`src/hw/rtl/kt_pkg.sv`:
```
`timescale 1ns / 1ps
// ----------------------------------------------------------------------------
// kt_pkg
// Shared types, codes and helpers of the keyed record table.
// ----------------------------------------------------------------------------
package kt_pkg;

  localparam int KT_ENTRIES = 64;
  localparam int KT_COUNT_W = 7;
  localparam int KT_NAME_BYTES = 20;

  typedef enum logic [1:0] {
    CMD_CREATE  = 2'd0,
    CMD_DELETE  = 2'd1,
    CMD_LIST    = 2'd2,
    CMD_INVALID = 2'd3
  } kt_cmd_e;

  typedef enum logic [2:0] {
    ST_OK       = 3'd0,
    ST_FULL     = 3'd1,
    ST_EMPTY    = 3'd2,
    ST_NOTFOUND = 3'd3,
    ST_INVALID  = 3'd4
  } kt_status_e;

  typedef struct packed {
    logic [1:0]         cmd;
    logic [63:0]        key_bytes_0_7;
    logic [63:0]        key_bytes_8_15;
    logic [31:0]        key_bytes_16_19;
    logic signed [31:0] record_size;
  } kt_req_t;

  typedef struct packed {
    logic [2:0]            status;
    logic [63:0]           out_bytes_0_7;
    logic [63:0]           out_bytes_8_15;
    logic [31:0]           out_bytes_16_19;
    logic signed [31:0]    out_size;
    logic [KT_COUNT_W-1:0] record_count;
    logic                  last;
  } kt_rsp_t;

  typedef struct packed {
    logic [31:0] b16_19;
    logic [63:0] b8_15;
    logic [63:0] b0_7;
  } kt_key_t;

  typedef struct packed {
    kt_key_t     key;
    logic [31:0] size;
  } kt_rec_t;

  // controller to datapath
  typedef struct packed {
    logic                  load_key;
    logic                  mem_we;
    logic                  wr_shift;
    logic                  out_load;
    logic                  out_record;
    logic                  out_last;
    logic [2:0]            out_status;
    logic [KT_COUNT_W-1:0] out_count;
  } kt_ctl_t;

  // datapath to controller
  typedef struct packed {
    logic match;
    logic out_free;
  } kt_sts_t;

  // a name ends at its first zero byte; the last byte is always zero
  function automatic kt_key_t kt_normalize(input logic [63:0] b0, input logic [63:0] b1,
                                           input logic [31:0] b2);
    logic [8*KT_NAME_BYTES-1:0] raw;
    logic [8*KT_NAME_BYTES-1:0] res;
    logic ended;
    kt_key_t k;
    raw = {b2, b1, b0};
    res = '0;
    ended = 1'b0;
    for (int i = 0; i < KT_NAME_BYTES; i++) begin
      if (i == KT_NAME_BYTES - 1 || raw[8*i +: 8] == 8'd0) begin
        ended = 1'b1;
      end
      if (!ended) begin
        res[8*i +: 8] = raw[8*i +: 8];
      end
    end
    k.b0_7 = res[63:0];
    k.b8_15 = res[127:64];
    k.b16_19 = res[159:128];
    return k;
  endfunction

endpackage

```
`src/hw/rtl/kt_controller.sv`:
```
`timescale 1ns / 1ps
// ----------------------------------------------------------------------------
// kt_controller
// Command sequencer: dispatch, delete scan with in-place compaction, list walk.
// ----------------------------------------------------------------------------
module kt_controller #(
  parameter int ENTRIES = kt_pkg::KT_ENTRIES,
  parameter int IDX_W = (ENTRIES > 1) ? $clog2(ENTRIES) : 1,
  parameter int CNT_W = $clog2(ENTRIES + 1)
) (
  input  logic             clk,
  input  logic             rst,
  input  logic             req_valid,
  input  logic [1:0]       req_cmd,
  output logic             req_stall,
  input  kt_pkg::kt_sts_t  sts,
  output kt_pkg::kt_ctl_t  ctl,
  output logic [IDX_W-1:0] wr_addr,
  output logic [IDX_W-1:0] rd_addr
);
  import kt_pkg::*;

  typedef enum logic [4:0] {
    S_IDLE = 5'b00001,
    S_EXEC = 5'b00010,
    S_DEL  = 5'b00100,
    S_DONE = 5'b01000,
    S_LIST = 5'b10000
  } state_t;

  state_t           state, state_next;
  kt_cmd_e          cmd, cmd_next;
  logic [IDX_W-1:0] idx, idx_next;
  logic [CNT_W-1:0] count, count_next;
  logic             found, found_next;
  logic             at_end;

  assign req_stall = (state != S_IDLE);
  assign at_end = ((CNT_W'(idx) + CNT_W'(1)) == count);

  always_ff @(posedge clk) begin
    if (rst) begin
      state <= S_IDLE;
      cmd <= CMD_INVALID;
      idx <= '0;
      count <= '0;
      found <= 1'b0;
    end else begin
      state <= state_next;
      cmd <= cmd_next;
      idx <= idx_next;
      count <= count_next;
      found <= found_next;
    end
  end

  always_comb begin
    state_next = state;
    cmd_next = cmd;
    idx_next = idx;
    count_next = count;
    found_next = found;
    ctl = '0;
    ctl.out_count = KT_COUNT_W'(count);
    wr_addr = count[IDX_W-1:0];
    rd_addr = idx;
    unique case (state)
      S_IDLE: begin
        if (req_valid) begin
          cmd_next = kt_cmd_e'(req_cmd);
          ctl.load_key = 1'b1;
          state_next = S_EXEC;
        end
      end
      S_EXEC: begin
        unique case (cmd)
          CMD_CREATE: begin
            if (sts.out_free) begin
              ctl.out_load = 1'b1;
              ctl.out_last = 1'b1;
              state_next = S_IDLE;
              if (count == CNT_W'(ENTRIES)) begin
                ctl.out_status = ST_FULL;
              end else begin
                ctl.mem_we = 1'b1;
                count_next = count + CNT_W'(1);
                ctl.out_count = KT_COUNT_W'(count_next);
                ctl.out_status = ST_OK;
              end
            end
          end
          CMD_DELETE, CMD_LIST: begin
            if (count == '0) begin
              if (sts.out_free) begin
                ctl.out_load = 1'b1;
                ctl.out_last = 1'b1;
                ctl.out_status = ST_EMPTY;
                state_next = S_IDLE;
              end
            end else begin
              idx_next = '0;
              found_next = 1'b0;
              rd_addr = '0;
              state_next = (cmd == CMD_DELETE) ? S_DEL : S_LIST;
            end
          end
          CMD_INVALID: begin
            if (sts.out_free) begin
              ctl.out_load = 1'b1;
              ctl.out_last = 1'b1;
              ctl.out_status = ST_INVALID;
              state_next = S_IDLE;
            end
          end
          default: begin
            state_next = S_IDLE;
          end
        endcase
      end
      S_DEL: begin
        // records after the match move down one place as the scan passes
        if (found) begin
          ctl.mem_we = 1'b1;
          ctl.wr_shift = 1'b1;
        end
        wr_addr = idx - IDX_W'(1);
        found_next = found | sts.match;
        if (at_end) begin
          state_next = S_DONE;
        end else begin
          idx_next = idx + IDX_W'(1);
          rd_addr = idx_next;
        end
      end
      S_DONE: begin
        if (sts.out_free) begin
          ctl.out_load = 1'b1;
          ctl.out_last = 1'b1;
          if (found) begin
            ctl.out_status = ST_OK;
            count_next = count - CNT_W'(1);
          end else begin
            ctl.out_status = ST_NOTFOUND;
          end
          ctl.out_count = KT_COUNT_W'(count_next);
          state_next = S_IDLE;
        end
      end
      S_LIST: begin
        if (sts.out_free) begin
          ctl.out_load = 1'b1;
          ctl.out_record = 1'b1;
          ctl.out_status = ST_OK;
          ctl.out_last = at_end;
          if (at_end) begin
            state_next = S_IDLE;
          end else begin
            idx_next = idx + IDX_W'(1);
            rd_addr = idx_next;
          end
        end
      end
      default: begin
        state_next = S_IDLE;
      end
    endcase
  end

endmodule

```
`config.mk`:
```
export PLATFORM = sky130hd
export DESIGN_NAME = kt_controller
export DESIGN_NICKNAME = d
export VERILOG_FILES = /design/src/hw/rtl/kt_pkg.sv /design/src/hw/rtl/kt_controller.sv
export SDC_FILE = /design/constraint.sdc
export NUM_CORES = 1
export LEC_CHECK = 0
export ABC_AREA = 1
export BUFFER_PORTS_ARGS = -buffer_cell sky130_fd_sc_hd__buf_4
export CORE_ASPECT_RATIO = 1.1
export CORE_UTILIZATION = 32
export DETAILED_ROUTE_END_ITERATION = 12
export PLACE_DENSITY = 0.52
export SETUP_SLACK_MARGIN = 0.1
export SYNTH_ARGS = -nofsm -noshare
export SYNTH_HDL_FRONTEND = slang
export SYNTH_SLANG_ARGS = --single-unit
```
`constraint.sdc`:
```
create_clock -name clk -period 2 [get_ports clk]
set_clock_uncertainty 0.05 [all_clocks]
set_input_delay 0.2 -clock clk [delete_from_list [all_inputs] [get_ports clk]]
set_output_delay 0.2 -clock clk [all_outputs]
set_load 0.01 [all_outputs]
```
==> impl_metrics.yaml <==
finish:
  antennaDiodeCount: 0
  layout.area.seq_sq_um: 445
  final_cell_mix: "buf_4, nand2_1, inv_1"
  fillers: 608
  multi_input_area_sq_um: 1720
  nNetsFinal: 450
  layout-drive-gt1-share_pct: 51.6
  area_growth_pct: 67.8
  final_common_cell: "buf_4"
critical_path:
  critical_path.startpoint_type: "flip-flop"
  critical_path.top_delay_family: "simple AND/OR/NAND/NOR gates"
  max_stage_delay_ns: 0.39
  r2r_slack_ns: -0.20
  critPathBufInv: 3
  cp.required_ns: 1.75
  cp_common_cell: "nand2_2"
  end_kind: "primary output"
  crit_path_top_delay_cell: "dfxtp_4"
  critPathLaunch: "idx[0]$_SDFF_PP0_"
  crit_arrival_ns: 2.01
  worstSetupPathType: "reg -> out"
  path_cells: "inv_4, ha_4, inv_2, nand2_2, nand3_4, nor2_4, nand2_2, nor2_4, nand2_4, nand2_2, nand3_2, nand2_1, buf_4"
  timing.rr.start: "idx[0]$_SDFF_PP0_"
  cp_max_fo: 6
synthesis:
  ys_ff_latch: 21
  syn_area_sq_um: 2030
  synth_mux_area_share_pct: 0
  yosysSeqAreaShare_pct: 20.7
  synth_compound_area_share_pct: 13.5
  synthAdderAreaFrac_pct: 4.93
  synthCells: 334
  synth_nets: 349
  synthXorXnorAreaFrac_pct: 4.32
  synth_top_family_by_area: "simple AND/OR/NAND/NOR gates"
  ys_types: 37
  synth_area_per_cell_sq_um: 6.08
  synth-simple-area-share_pct: 44.4
  yosysWarnings: 0
die:
  rows: 30
  initial_core_util_pct: 33.0
  die_width_microns: 77.9
  core_area_sq_um: 6160
  die_area_sq_um: 6660
  ios: 36
  die_h_microns: 85.5
drt:
  drt-total-wl_mm: 7.08
  detail-route-antenna-nets: 0
  dr.first_iter.drc_count: 102
  drc_errors: 0
  wl_per_cell_microns: 13.8
  first_pass_iters: 4
  vias: 2561
  vias_per_cell: 4.98
timing:
  setup_violations: 9
  min_period_ns: 2.26
  setup_slack_ns: -0.260
  rsz0062_at_grt: "true"
  setup_tns_ns: -1.88
  worst_pin_slew_ns: 0.378
  slew_viol_final: 0
  max_freq_mhz: 442
  final_hold_viol_count: 0
  max_slew_margin_pct: 74.7
  holdWs_ns: 0.105
  timing.final.crit_share_pct: 113
grt:
  grt_pass1_vias: 2340
  grt.total_usage_pct: 21.0
  grt_remaining_overflow: 0
  grt_max_degree: 18
  grt_pass1_wl_mm: 10.9
  antenna_found_initial: 0
cts:
  cts_tree: "yes"
  cts_root_buf: "clkbuf_8"
  clkSinkCount: 21
  htreeDepth: 1
  clock_latency_ns: 0.27
  clk_pin_slew_ns: 0.09
  cts_hold_buf: 0
  cts_buffers: 3
  cts.path.max_buffers: 2
power:
  power.total_mw: 1.27
  powerDensity_nw_per_um2: 373
  max-vdd-ir-drop_v: 0.000210
  p_leak_nw: 1.67
place:
  place_congestion: 0.850
  hpwl_mm: 5.05
  port_buffers: 35
  dp_slack_ns: -0.0788
worst_hold_path:
  min_from: "req_cmd[0]"
  hp-class: "in -> reg"
run:
  max-cap-violations: 0
status:
  violations: "setup timing"
  run_status: "finished with violations"
==> metal layers <==
| layer | part of all wire [%] | wire (microns) | global-route usage [%] |
|---|---|---|---|
| met2 | 48 | 3420 | 34.8 |
| met5 | 0 | 0 | 0 |
| met3 | 4.2 | 294 | 2.55 |
| met1 | 45 | 3180 | 27.9 |
| met4 | 2.6 | 185 | 7.91 |
==> cell usage after synthesis (all sizes together) <==
master / number / area (sq um)
o311ai: 1 / 8.76
nor4: 1 / 6.26
ha: 8 / 100
nand2: 100 / 418
xnor2: 1 / 8.76
a31oi: 3 / 18.8
a211oi: 1 / 7.51
a21oi: 16 / 80.1
dfxtp: 21 / 420
nand4: 8 / 56.3
nor2: 30 / 148
xor2: 9 / 78.8
nand3: 38 / 215
and2: 1 / 6.26
inv: 51 / 191
nor3: 4 / 25.0
o21bai: 1 / 7.51
clkbuf: 4 / 15.0
o211ai: 2 / 20.0
o22ai: 1 / 6.26
o21ai: 25 / 125
or2: 1 / 6.26
buf: 5 / 40.0
nor3b: 2 / 20.0
==> area by class of cell <==
type,count,area share (%)
Multi-Input combinational cell,253,50.4
Timing Repair Buffer,105,26.0
Sequential cell,21,13.1
Inverter,51,6.28
Tap cell,80,2.94
Clock buffer,3,1.21
Clock inverter,1,0.147
==> power by group <==
group          internal (mW)  total, mW  switching [mW]
Combinational          0.218      0.480           0.263
Sequential             0.447      0.474          0.0276
Clock                  0.140      0.314           0.174
==> cells by family (layout without fill, tap and decap cells) <==
| kind of cell | after synthesis | count (layout) |
|---|---|---|
| AND/OR/NAND/NOR | 185 | 185 |
| buffers and inverters | 60 | 160 |
| AO/OA/AOI/OAI | 50 | 50 |
| flip-flops | 21 | 21 |
| XOR/XNOR | 10 | 10 |
| adder cells (fa/ha/maj) | 8 | 8 |
==> registers in the layout (all words and copies together) (netlist names) <==
name / flops
count: 7
idx: 6
state: 5
cmd: 2
found: 1
==> worst register-to-register path, cell delays in order, from the launching register on <==
cell and delay [ns]:
dfxtp_4 0.39, inv_4 0.05, ha_4 0.27, inv_2 0.04, nand2_2 0.07, nand3_4 0.07
buf_4 0.14, buf_6 0.10, buf_4 0.12, buf_4 0.12, buf_4 0.12, buf_4 0.12
buf_4 0.12, inv_2 0.03, nand2_1 0.04, o21ai_1 0.15, a21oi_1 0.08
==> per-stage QoR <==
| step | instance area, sq um | std cells | util [%] |
|---|---|---|---|
| after floorplan | 2030 | 334 | - |
| after global placement | 2640 | 479 | 42.9 |
| after detailed placement | 2640 | 479 | 42.9 |
| after CTS | 3150 | 505 | 51.2 |
| after global routing | 3410 | 514 | 55.3 |
| final | 3410 | 514 | 55.3 |
==> worst paths after layout <==
path | depth (start not counted) | endpoint
max | 13 | rd_addr[5]
min | 3 | cmd[0]$_SDFFE_PP1P_
max reg2reg | 16 | state[2]$_SDFFE_PP0P_
min reg2reg | 2 | state[4]$_SDFFE_PP0P_
==> repair_timing <==
item	4_1_cts	5_1_grt
pin swaps	34	22
endpoints found under the setup margin	25	34
gates resized for setup	94	53
buffers inserted	22	11
(Power assumes the default switching activity.)
